### config.mk
export PLATFORM = sky130hd
export DESIGN_NAME = sae_controller
export DESIGN_NICKNAME = d
export VERILOG_FILES = /design/src/rtl/sae_pkg.sv /design/src/rtl/sae_controller.sv
export SDC_FILE = /design/constraint.sdc
export NUM_CORES = 1
export LEC_CHECK = 0
export ABC_AREA = 1
export BUFFER_PORTS_ARGS = -buffer_cell sky130_fd_sc_hd__buf_2
export CAP_MARGIN = 20
export CORE_ASPECT_RATIO = 1.1
export CORE_MARGIN = 4
export CORE_UTILIZATION = 65
export DETAILED_ROUTE_END_ITERATION = 12
export HOLD_SLACK_MARGIN = 0.05
export PLACE_DENSITY = 0.85
export SETUP_SLACK_MARGIN = 0.05
export SLEW_MARGIN = 25
export SYNTH_ARGS = -nofsm -noshare
export SYNTH_HDL_FRONTEND = slang
export SYNTH_SLANG_ARGS = --single-unit
### constraint.sdc
create_clock -name aclk -period 5.5 [get_ports aclk]
set_input_delay 0.275 -clock aclk [delete_from_list [all_inputs] [get_ports aclk]]
set_output_delay 0.275 -clock aclk [all_outputs]
set_load 0.05 [all_outputs]
### src/rtl/sae_pkg.sv
// Shared types and constants for the suffix automaton engine.
package sae_pkg;

    localparam int MAX_TEXT = 4096;
    localparam int ALPHABET = 26;
    localparam int SW       = 13;
    localparam int NSTATE   = 1 << SW;
    localparam int SYM_W    = 5;
    localparam int TRANS_AW = SW + SYM_W;
    localparam logic [SW-1:0] ROOT = SW'(1);

    typedef enum logic [2:0] {
        CMD_CLEAR   = 3'd0,
        CMD_APPEND  = 3'd1,
        CMD_RESTART = 3'd2,
        CMD_MATCH   = 3'd3,
        CMD_COUNT   = 3'd4
    } cmd_t;

    localparam logic [1:0] ST_OK    = 2'd0;
    localparam logic [1:0] ST_FULL  = 2'd1;
    localparam logic [1:0] ST_STALE = 2'd2;

    typedef enum logic [5:0] {
        OP_NONE, OP_ACCEPT, OP_DECODE, OP_INIT, OP_RESTART, OP_FULL,
        OP_AP_NEW, OP_RD_P, OP_AP_CHK, OP_AP_ROOT, OP_RD_Q, OP_AP_CMPQ,
        OP_CP_RD, OP_CP_WR, OP_LINK_CUR, OP_LINK_Q, OP_AP_RED, OP_AP_FIN,
        OP_M_START, OP_M_CHK, OP_M_ROOT, OP_M_FIN, OP_M_OUT,
        OP_C_CLR, OP_H_RL, OP_H_RB, OP_H_WB, OP_P_RD, OP_P_WR,
        OP_O_RL, OP_O_RB, OP_O_WR, OP_A_RO, OP_A_RS, OP_A_RL, OP_A_WR,
        OP_C_FIN, OP_OUT
    } dp_op_t;

    typedef struct packed {
        dp_op_t op;
    } dp_cmd_t;

    typedef struct packed {
        logic p_zero;
        logic edge_zero;
        logic edge_eq_q;
        logic len_match;
        logic cp_last;
        logic sym_ok;
        logic full;
        logic i_eq_max;
        logic i_eq_total;
        logic i_eq_one;
        logic out_busy;
    } dp_stat_t;

endpackage

### src/rtl/sae_controller.sv
// Sequencing state machine of the suffix automaton engine.
module sae_controller import sae_pkg::*; (
    input  logic      aclk,
    input  logic      aresetn,
    input  logic      s_valid,
    output logic      s_ready,
    input  logic [2:0] s_cmd,
    input  dp_stat_t  stat,
    output dp_cmd_t   cmd
);

    typedef enum logic [39:0] {
        S_IDLE     = 40'd1 << 0,  S_DECODE  = 40'd1 << 1,  S_INIT_RST = 40'd1 << 2,
        S_INIT_CLR = 40'd1 << 3,  S_RESTART = 40'd1 << 4,  S_FULL     = 40'd1 << 5,
        S_AP_NEW   = 40'd1 << 6,  S_AP_RD   = 40'd1 << 7,  S_AP_CHK   = 40'd1 << 8,
        S_AP_ROOT  = 40'd1 << 9,  S_AP_RDQ  = 40'd1 << 10, S_AP_CMPQ  = 40'd1 << 11,
        S_AP_CPRD  = 40'd1 << 12, S_AP_CPWR = 40'd1 << 13, S_AP_LCUR  = 40'd1 << 14,
        S_AP_LQ    = 40'd1 << 15, S_AP_RRD  = 40'd1 << 16, S_AP_RED   = 40'd1 << 17,
        S_AP_FIN   = 40'd1 << 18, S_M_START = 40'd1 << 19, S_M_RD     = 40'd1 << 20,
        S_M_CHK    = 40'd1 << 21, S_M_ROOT  = 40'd1 << 22, S_M_FIN    = 40'd1 << 23,
        S_M_OUT    = 40'd1 << 24, S_C_CLR   = 40'd1 << 25, S_C_HRL    = 40'd1 << 26,
        S_C_HRB    = 40'd1 << 27, S_C_HWB   = 40'd1 << 28, S_C_PRD    = 40'd1 << 29,
        S_C_PWR    = 40'd1 << 30, S_C_ORL   = 40'd1 << 31, S_C_ORB    = 40'd1 << 32,
        S_C_OWR    = 40'd1 << 33, S_C_ARO   = 40'd1 << 34, S_C_ARS    = 40'd1 << 35,
        S_C_ARL    = 40'd1 << 36, S_C_AWR   = 40'd1 << 37, S_C_FIN    = 40'd1 << 38,
        S_OUT      = 40'd1 << 39
    } state_t;

    state_t     state_reg, state_next;
    logic [2:0] cmd_reg, cmd_next;

    assign s_ready = (state_reg == S_IDLE);

    always_comb begin
        state_next = state_reg;
        cmd_next = cmd_reg;
        cmd.op = OP_NONE;
        case (state_reg)
            S_IDLE: begin
                if (s_valid) begin
                    cmd.op = OP_ACCEPT;
                    cmd_next = s_cmd;
                    state_next = S_DECODE;
                end
            end
            S_DECODE: begin
                cmd.op = OP_DECODE;
                case (cmd_reg)
                    CMD_CLEAR:   state_next = S_INIT_CLR;
                    CMD_APPEND: begin
                        if (!stat.sym_ok) state_next = S_OUT;
                        else if (stat.full) state_next = S_FULL;
                        else state_next = S_AP_NEW;
                    end
                    CMD_RESTART: state_next = S_RESTART;
                    CMD_MATCH:   state_next = S_M_START;
                    CMD_COUNT:   state_next = S_C_CLR;
                    default:     state_next = S_OUT;
                endcase
            end
            S_INIT_RST: begin
                cmd.op = OP_INIT;
                state_next = S_IDLE;
            end
            S_INIT_CLR: begin
                cmd.op = OP_INIT;
                state_next = S_OUT;
            end
            S_RESTART: begin
                cmd.op = OP_RESTART;
                state_next = S_OUT;
            end
            S_FULL: begin
                cmd.op = OP_FULL;
                state_next = S_OUT;
            end
            S_AP_NEW: begin
                cmd.op = OP_AP_NEW;
                state_next = S_AP_RD;
            end
            S_AP_RD: begin
                cmd.op = OP_RD_P;
                state_next = stat.p_zero ? S_AP_ROOT : S_AP_CHK;
            end
            S_AP_CHK: begin
                cmd.op = OP_AP_CHK;
                state_next = stat.edge_zero ? S_AP_RD : S_AP_RDQ;
            end
            S_AP_ROOT: begin
                cmd.op = OP_AP_ROOT;
                state_next = S_AP_FIN;
            end
            S_AP_RDQ: begin
                cmd.op = OP_RD_Q;
                state_next = S_AP_CMPQ;
            end
            S_AP_CMPQ: begin
                cmd.op = OP_AP_CMPQ;
                state_next = stat.len_match ? S_AP_FIN : S_AP_CPRD;
            end
            S_AP_CPRD: begin
                cmd.op = OP_CP_RD;
                state_next = S_AP_CPWR;
            end
            S_AP_CPWR: begin
                cmd.op = OP_CP_WR;
                state_next = stat.cp_last ? S_AP_LCUR : S_AP_CPRD;
            end
            S_AP_LCUR: begin
                cmd.op = OP_LINK_CUR;
                state_next = S_AP_LQ;
            end
            S_AP_LQ: begin
                cmd.op = OP_LINK_Q;
                state_next = S_AP_RRD;
            end
            S_AP_RRD: begin
                cmd.op = OP_RD_P;
                state_next = stat.p_zero ? S_AP_FIN : S_AP_RED;
            end
            S_AP_RED: begin
                cmd.op = OP_AP_RED;
                state_next = stat.edge_eq_q ? S_AP_RRD : S_AP_FIN;
            end
            S_AP_FIN: begin
                cmd.op = OP_AP_FIN;
                state_next = S_OUT;
            end
            S_M_START: begin
                cmd.op = OP_M_START;
                state_next = S_M_RD;
            end
            S_M_RD: begin
                cmd.op = OP_RD_P;
                state_next = stat.p_zero ? S_M_ROOT : S_M_CHK;
            end
            S_M_CHK: begin
                cmd.op = OP_M_CHK;
                state_next = stat.edge_zero ? S_M_RD : S_M_FIN;
            end
            S_M_ROOT: begin
                cmd.op = OP_M_ROOT;
                state_next = S_M_FIN;
            end
            S_M_FIN: begin
                cmd.op = OP_M_FIN;
                state_next = S_M_OUT;
            end
            S_M_OUT: begin
                cmd.op = OP_M_OUT;
                state_next = S_OUT;
            end
            S_C_CLR: begin
                cmd.op = OP_C_CLR;
                if (stat.i_eq_max) state_next = S_C_HRL;
            end
            S_C_HRL: begin
                cmd.op = OP_H_RL;
                state_next = S_C_HRB;
            end
            S_C_HRB: begin
                cmd.op = OP_H_RB;
                state_next = S_C_HWB;
            end
            S_C_HWB: begin
                cmd.op = OP_H_WB;
                state_next = stat.i_eq_total ? S_C_PRD : S_C_HRL;
            end
            S_C_PRD: begin
                cmd.op = OP_P_RD;
                state_next = S_C_PWR;
            end
            S_C_PWR: begin
                cmd.op = OP_P_WR;
                state_next = stat.i_eq_max ? S_C_ORL : S_C_PRD;
            end
            S_C_ORL: begin
                cmd.op = OP_O_RL;
                state_next = S_C_ORB;
            end
            S_C_ORB: begin
                cmd.op = OP_O_RB;
                state_next = S_C_OWR;
            end
            S_C_OWR: begin
                cmd.op = OP_O_WR;
                state_next = stat.i_eq_total ? S_C_ARO : S_C_ORL;
            end
            S_C_ARO: begin
                cmd.op = OP_A_RO;
                state_next = S_C_ARS;
            end
            S_C_ARS: begin
                cmd.op = OP_A_RS;
                state_next = S_C_ARL;
            end
            S_C_ARL: begin
                cmd.op = OP_A_RL;
                state_next = S_C_AWR;
            end
            S_C_AWR: begin
                cmd.op = OP_A_WR;
                state_next = stat.i_eq_one ? S_C_FIN : S_C_ARO;
            end
            S_C_FIN: begin
                cmd.op = OP_C_FIN;
                state_next = S_OUT;
            end
            S_OUT: begin
                // Hold the finished transaction until the result register is free.
                if (!stat.out_busy) begin
                    cmd.op = OP_OUT;
                    state_next = S_IDLE;
                end
            end
            default: state_next = S_INIT_RST;
        endcase
    end

    always_ff @(posedge aclk) begin
        if (!aresetn) begin
            state_reg <= S_INIT_RST;
            cmd_reg <= CMD_CLEAR;
        end else begin
            state_reg <= state_next;
            cmd_reg <= cmd_next;
        end
    end

endmodule

==> results.cfg, run 1 <==
[run_status]
status = finished clean

[layout]
drive_above_1_share_pct = 15.96
synthToLayoutAreaGrowth_pct = 6.210
diodes = 0
fin_cells = 595
largest_register_ffs = 40
num-nets-final = 555

[floorplanning]
rows = 26
die_w_um = 74.51
die_area_mm2 = 0.006047
ios = 24
start_util_pct = 67.52
die_h_um = 81.16
fp.coreArea_mm2 = 0.004684

[drt]
top_layer_used = met4
dr_wl_met3_um = 644
drc = 0
vias = 3343
drt_iter0_drc = 359
wl_per_cell_um = 14.38
antenna_left = 0
wirelength_mm = 8.558
vias_per_cell = 5.618
wl_met1_mm = 3.517
wl_met2_mm = 4.141
first_pass_iters = 6

[sta]
fin_hold_ws_ns = 0.1603
rsz0062_at_grt = no
final.setup_skew_ns = 0.01085
fmax_mhz = 313.0
finalCritPeriodShare_pct = 58.09
slew_violations = 0
period_minus_slack_ns = 3.195
finalSetupViolations = 0
tightestPinTransition_ns = 0.7780
final_hold_viol_count = 0
max_slew_margin_pct = 48.07
setup-tns-final_ns = 0

[synth]
synth_fp_nets = 533
synth_cells = 516
synth_area_per_cell_um2 = 6.130
synth-seq-area-share_pct = 27.22
netlist_area_mm2 = 0.003163
ys_types = 31
postSynth.asyncResetShare_pct = 0
yosysWarningCount = 0
synthTopCellsByCount = nand2_1 (105), nor2_1 (93), inv_1 (83), nand3_1 (49), dfxtp_1 (43)
yosysTopAreaCell = dfxtp_1
ys.flop_type = dfxtp_1
ys_ff_latch = 43
synth_most_common_cell = nand2_1
ys_top_cells_by_area = dfxtp_1 (27%), nand2_1 (12%), nor2_1 (11%), inv_1 (9.8%), nand3_1 (7.8%)
synth-edff-count = 0
synthDominantCellAreaShare_pct = 27.22

[global_routing]
first_global_vias = 3117
grt_use_total_pct = 29.89
antenna_found_initial = 0
globalRouteOverflowTotal = 0
grt_first_pass_wirelength_mm = 13.99
grt_max_degree = 23

[cts]
htreeDepth = 2
cts-root-buf = clkbuf_8
post_cts_buffers = 0
cts_tree = yes
clkSinkCount = 43
clk_pin_slew_ns = 0.08
insertion_delay_ns = 0.30
hold_buffers = 0
post_cts_resize_count = 0
clk_path_buf_depth = 2
numCtsBuffers = 5

[worst_setup_path]
crit_type = reg -> out
worstSetupStartpointType = register
cp.arrival_ns = 2.92
required_ns = 5.22
endpoint_kind = output port
crit_fanout = 12

[place]
globalplace.congestion = 0.9582
io_buffers = 23
hpwl_mm = 6.759
dp.cells = 587

[hold_path]
min_path_type = in -> reg

[pwr]
max-vdd-ir-drop_mv = 0.2252
total_power_mw = 0.8641
p_leak_nw = 1.624
power_density_mw_per_mm2 = 257.2

[flow_run]
maxCapViolCount = 0
final timing paths:
path | startpoint | endpoint | slack, ns | depth (start not counted)
setup reg to reg | state_reg[38] | state_reg[18] | 2.88 | 11
setup / recovery | state_reg[38] | cmd[0] | 2.30 | 11
hold reg to reg | cmd_reg[2] | state_reg[3] | 0.48 | 1
hold / removal | stat[4] | state_reg[6] | 0.16 | 2
worst max-delay path, stage by stage (launching register included):
cell and delay (ns):
dfxtp_1 0.33, nor2_1 0.13, nand2_1 0.12, nor2_2 0.44, nand2_2 0.16, nor2_1 0.49, nand2_1 0.28, nand4_1 0.18
or2_2 0.12, nor2_1 0.04, nand3_1 0.08, buf_2 0.26
layer usage:
metal  track usage (%)  up-vias
met5                 0        -
met4             10.32        0
met3             4.579       33
met2             52.72      169
met1             36.40     1462
li1                  -     1679
cell usage in the layout, fill, tap and decap left out, types with 5 or more instances in the layout:
master      n
nor2_2     14
dfxtp_1    43
nand2_4     6
o21ai_0    14
nand4_1    12
nand2_2    10
nor2_4     14
nor4_1      8
clkbuf_8    5
nor3_1     23
buf_2      23
nand2_1   105
nand3_1    49
nor2_1     93
inv_1      83
or2_2       5
a21oi_1     6
power by group:
part / total (mW) / internal (mW) / switching (mW)
clock network: 0.197 / 0.0893 / 0.108
logic: 0.339 / 0.0777 / 0.261
registers: 0.328 / 0.321 / 0.00726
metrics by stage:
stage               instance area (um2)  setup slack (ns)  util, %
floorplan                          3163             3.309        -
global placement                   3278             2.810    69.98
detailed placement                 3278             2.777    69.98
CTS                                3359             2.410    71.71
global route                       3359             2.032    71.71
finish                             3359             2.305    71.71
area by class of cell:
type / instances / area, um2
clock buffer: 7 / 76.32
clock inverter: 1 / 5.005
fill: 454 / 1325
inverter: 85 / 319.1
multi-input combinational: 380 / 1913
sequential: 43 / 860.8
tap: 56 / 70.07
timing repair buffer: 23 / 115.1
logic make-up after synthesis:
family          after synthesis  synth area share, %
simple gates                347                54.11
buf+inv                      93                12.30
flops                        43                27.22
compound gates               33                6.369
Power figures use the tool's default switching activity.
==> inputs of run 2 (changes only) <==
- CORE_UTILIZATION: 65 -> 55
- PLACE_DENSITY: 0.85 -> 0.77
- clock period: 5.5 -> 2.8 ns (I/O delays scaled with it)
==> results.cfg, run 2 (synthesis gave the netlist of run 1 again) <==
[run_status]
status = finished clean

[pwr]
power_density_mw_per_mm2 = 536.8
pwr-share-comb_pct = 41.1
clockPowerShare_pct = 25.0
max-vdd-ir-drop_mv = 0.5561
switchingPower_mw = 0.7510
switching_share_pct = 39.50
p_seq_share_pct = 33.9
p_int_mw = 1.150
p_leak_nw = 1.705

[layout]
num-nets-final = 569
largest_register_ffs = 40
synthToLayoutAreaGrowth_pct = 11.99
final_common_cell = nand2_1
fin_cells = 627
drive_above_1_share_pct = 17.75
final_cell_mix = nand2_1 (105), nor2_1 (93), inv_1 (83)
diodes = 0
nFillCells = 552
final_util_pct = 64.81

[hold_path]
hold_path.startpoint = stat[10]
worstHoldEndpoint = state_reg[17]
min_path_type = in -> reg
whs_path_depth = 2

[global_routing]
grt_first_pass_wirelength_mm = 14.10
antenna_found_initial = 0
globalRouteOverflowTotal = 0
grt_max_degree = 23
grt_use_total_pct = 25.36
first_global_vias = 3222

[floorplanning]
fp.coreArea_mm2 = 0.005465
die_h_um = 87.54
ios = 24
start_util_pct = 57.88
die_w_um = 80.31
rows = 28
die_area_mm2 = 0.007030

[sta]
tightestPinTransition_ns = 0.7541
final.setup_skew_ns = 0.007289
setup-tns-final_ns = 0
fmax_mhz = 383.7
max_slew_margin_pct = 49.67
finalSetupViolations = 0
period_minus_slack_ns = 2.606
rsz0062_at_grt = no
final_hold_viol_count = 0
finalCritPeriodShare_pct = 93.08
slew_violations = 0

[place]
globalplace.congestion = 1.025
dp.cells = 608
io_buffers = 23
hpwl_mm = 6.631

[worst_setup_path]
cp.arrival_ns = 2.47
r2r_end = state_reg[24]
reg2reg_slack_ns = 0.41
required_ns = 2.66
crit_fanout = 11
worstReg2RegStart = state_reg[36]
crit_type = reg -> out
r2r_cells = 16
endpoint_kind = output port
worstSetupStartpointType = register

[drt]
wl_per_cell_um = 13.30
wirelength_mm = 8.339
vias_per_cell = 5.321
first_pass_iters = 5
antenna_left = 0
vias = 3336
drt_iter0_drc = 317
drc = 0

[cts]
htreeDepth = 2
numCtsBuffers = 5
cts_tree = yes
clkSinkCount = 43
insertion_delay_ns = 0.30
cts-root-buf = clkbuf_8
clk_path_buf_depth = 2
clk_pin_slew_ns = 0.08

[flow_run]
maxCapViolCount = 0
## run 2: changes by cell type in the layout (fill, tap and decap cells not counted), moves of 2 or more
| cell | change |
|---|---|
| dlygate4sd3_1 | +2 |
| nor2_4 | +2 |
| nor2_2 | -2 |
| buf_2 | -2 |
| buf_4 | +12 |
## run 2: critical path: stages, from the launching register on
cell      delay [ns]
dfxtp_1         0.33
nor2_1          0.14
nand2_1         0.14
nor2_4          0.17
buf_4           0.20
nand2_2         0.09
nor2_4          0.16
buf_4           0.16
nand4_1         0.23
o211ai_1        0.18
nor2_1          0.06
nand3_1         0.11
buf_4           0.21
## run 2: routing by layer
metal	part of all wire, %	vias to the layer above	track usage (%)	routed length [um]
li1	-	1702	-	-
met4	1.5	0	7.066	121
met2	49	130	44.43	4053
met5	0	-	0	0
met3	7.3	13	4.938	609
met1	43	1491	31.65	3555
## run 2: cell type report
cell class	count	area [um2]	share of cell area (%)
multi-input cells	380	1923	54.29
flip-flops and latches	43	860.8	24.30
inverters	85	319.1	9.007
repair buffers	37	242.7	6.853
well taps	75	93.84	2.649
clock buffers	6	72.57	2.049
clock inverters	1	30.03	0.8478
## run 2: worst max path at each step
| stage | from | to | slack (ns) |
|---|---|---|---|
| finish | state_reg[36] | cmd[0] | 0.19 |
| global route | state_reg[39] | cmd[4] | 0.05 |
| global placement | state_reg[36] | cmd[0] | 0.35 |
| detailed placement | state_reg[36] | cmd[0] | 0.39 |
| floorplan | state_reg[8] | cmd[0] | 0.74 |
| CTS | state_reg[36] | cmd[4] | 0.1 |
## run 2: per-stage QoR
stage	setup slack [ns]	area [um2]	hold slack [ns]	power (mW)
after CTS	0.09856	3442	0.05684	1.781
after global routing	0.04709	3542	0.05689	1.996
final	0.1937	3542	0.05744	1.901
after global placement	0.3515	3317	0.3216	1.303
after detailed placement	0.3891	3317	0.3232	1.308
after floorplan	0.7444	3163	0.2176	1.226
## run 2: what timing repair did
item | 4_1_cts | 5_1_grt
pin swaps | 0 | 3
hold buffers | 2 | 0
setup buffers | 0 | 10
endpoints found under the hold margin | 2 | 0
gates resized for setup | 1 | 3
endpoints found under the setup margin | 1 | 6
## run 2: power groups by stage
| stage | Clock [mW] | Sequential (mW) | Combinational (mW) |
|---|---|---|---|
| 2_1_floorplan | 0 | 0.656 | 0.571 |
| 3_3_place_gp | 0 | 0.657 | 0.646 |
| 6_report | 0.476 | 0.644 | 0.782 |
| 3_5_place_dp | 0 | 0.658 | 0.650 |
| 4_1_cts | 0.476 | 0.644 | 0.661 |
| 5_1_grt | 0.505 | 0.647 | 0.843 |
==> inputs of run 3 (changes only) <==
--- a/config.mk
+++ b/config.mk
@@ -15,4 +15,5 @@
 export HOLD_SLACK_MARGIN = 0.05
 export PLACE_DENSITY = 0.77
+export REMOVE_ABC_BUFFERS = 1
 export SETUP_SLACK_MARGIN = 0.05
 export SLEW_MARGIN = 25
==> constraint.sdc (replaced) <==
create_clock -name aclk -period 2.8 [get_ports aclk]
set_input_delay 0.56 -clock aclk [delete_from_list [all_inputs] [get_ports aclk]]
set_output_delay 0.56 -clock aclk [all_outputs]
set_load 0.05 [all_outputs]
==> results.cfg, run 3 (synthesis gave the netlist of run 1 again) <==
[run_status]
status = finished clean

[worst_setup_path]
endpoint_kind = output port
cp.arrival_ns = 2.18
path_delay_family = simple AND/OR/NAND/NOR gates
path_cells = nor2_2 > nand2_4 > nor2_8 > nand2_4 > nor2_4 > buf_6 > nand2_1 > nand4_1 > or2_2 > nor2_1 > nand3_1 > buf_6
critPathLaunch = state_reg[26]
required_ns = 2.24
crit_fanout = 7
crit_path_top_delay_cell = dfxtp_2
worst-path-buf-inv = 2
worstReg2RegStart = state_reg[18]
worstSetupStartpointType = register
crit_type = reg -> out
worst_path_largest_cell_delay_ns = 0.35

[sta]
period_minus_slack_ns = 2.735
tightestPinTransition_ns = 0.8022
final_hold_viol_count = 0
finalSetupViolations = 0
setup-tns-final_ns = 0
rsz0062_at_grt = yes
max_slew_margin_pct = 46.46
slew_violations = 0
finalCritPeriodShare_pct = 97.68
final.setup_skew_ns = 0.006204
fmax_mhz = 365.6

[layout]
synthToLayoutAreaGrowth_pct = 19.98
final_cell_mix = nand2_1 (96), nor2_1 (87), inv_1 (83)
final_common_cell = nand2_1
diodes = 0
nFillCells = 490
largest_register_ffs = 40
final_area_mm2 = 0.003795
drive_above_1_share_pct = 26.69
num-nets-final = 579

[global_routing]
globalRouteOverflowTotal = 0
grt_first_pass_wirelength_mm = 14.50
antenna_found_initial = 0
grt_use_total_pct = 26.30
first_global_vias = 3230
grt_max_degree = 23

[drt]
first_pass_iters = 5
drt_iter0_drc = 219
antenna_left = 0
wirelength_mm = 9.133
vias_per_cell = 5.419
wl_per_cell_um = 14.34
drc = 0
vias = 3452

[pwr]
p_leak_nw = 1.800
max-vdd-ir-drop_mv = 0.4968
total_power_mw = 1.987
power_density_mw_per_mm2 = 523.5

[cts]
clk_pin_slew_ns = 0.08
htreeDepth = 2
clk_path_buf_depth = 2
cts_tree = yes
clkSinkCount = 43
cts-root-buf = clkbuf_8
numCtsBuffers = 5
insertion_delay_ns = 0.30

[floorplanning]
die_h_um = 87.54
die_area_mm2 = 0.007030
fp.coreArea_mm2 = 0.005465
die_w_um = 80.31
rows = 28
start_util_pct = 57.88
ios = 24

[place]
placed_area_mm2 = 0.003359
globalplace.congestion = 1.027
io_buffers = 23
hpwl_mm = 6.755

[flow_run]
maxCapViolCount = 0

[hold_path]
hold_path.startpoint = stat[4]
min_path_type = in -> reg
==> run 3: power breakdown <==
group	leakage (nW)	internal [mW]	total [mW]	switching (mW)
Combinational	1.39	0.306	0.863	0.558
Sequential	0.359	0.629	0.646	0.0175
Clock	0.0513	0.262	0.477	0.215
==> run 3: final timing paths <==
kind                   end  slack (ns)  cells past startpoint
max                 cmd[0]        0.06                     12
min           state_reg[6]        0.43                      2
max reg2reg  state_reg[15]        0.55                     14
min reg2reg   state_reg[3]        0.45                      1
==> run 3: cell type report <==
class	count	area (um2)	share of cell area (%)
multi-input combinational	380	2037	53.68
sequential	43	897.1	23.64
timing repair buffer	47	345.3	9.100
inverter	85	319.1	8.408
tap	75	93.84	2.473
clock buffer	6	72.57	1.912
clock inverter	1	30.03	0.7913
==> run 3: timing repair <==
item	4_1_cts	5_1_grt
buffers inserted	7	11
setup endpoints to repair	6	6
cloned	0	0
pin swaps	7	16
gates resized for setup	31	45
hold buffers	0	0
==> run 3: routing by layer <==
| layer | GRT usage (%) | wire, um | up-vias |
|---|---|---|---|
| met5 | 0 | 0 | - |
| met4 | 11.21 | 416 | 0 |
| met3 | 5.350 | 657 | 44 |
| met2 | 45.56 | 4301 | 157 |
| met1 | 31.55 | 3756 | 1524 |
| li1 | - | - | 1727 |
==> run 3: per-stage QoR <==
stage	util, %	hold slack (ns)	worst slack, ns	cells
finish	69.44	0.4286	0.06496	637
global route	69.44	0.4252	-0.02891	637
CTS	65.68	0.4275	0.05368	626
detailed placement	61.47	0.4401	0.1106	612
global placement	61.47	0.4400	0.1375	612
floorplan	-	0.4212	0.07977	508
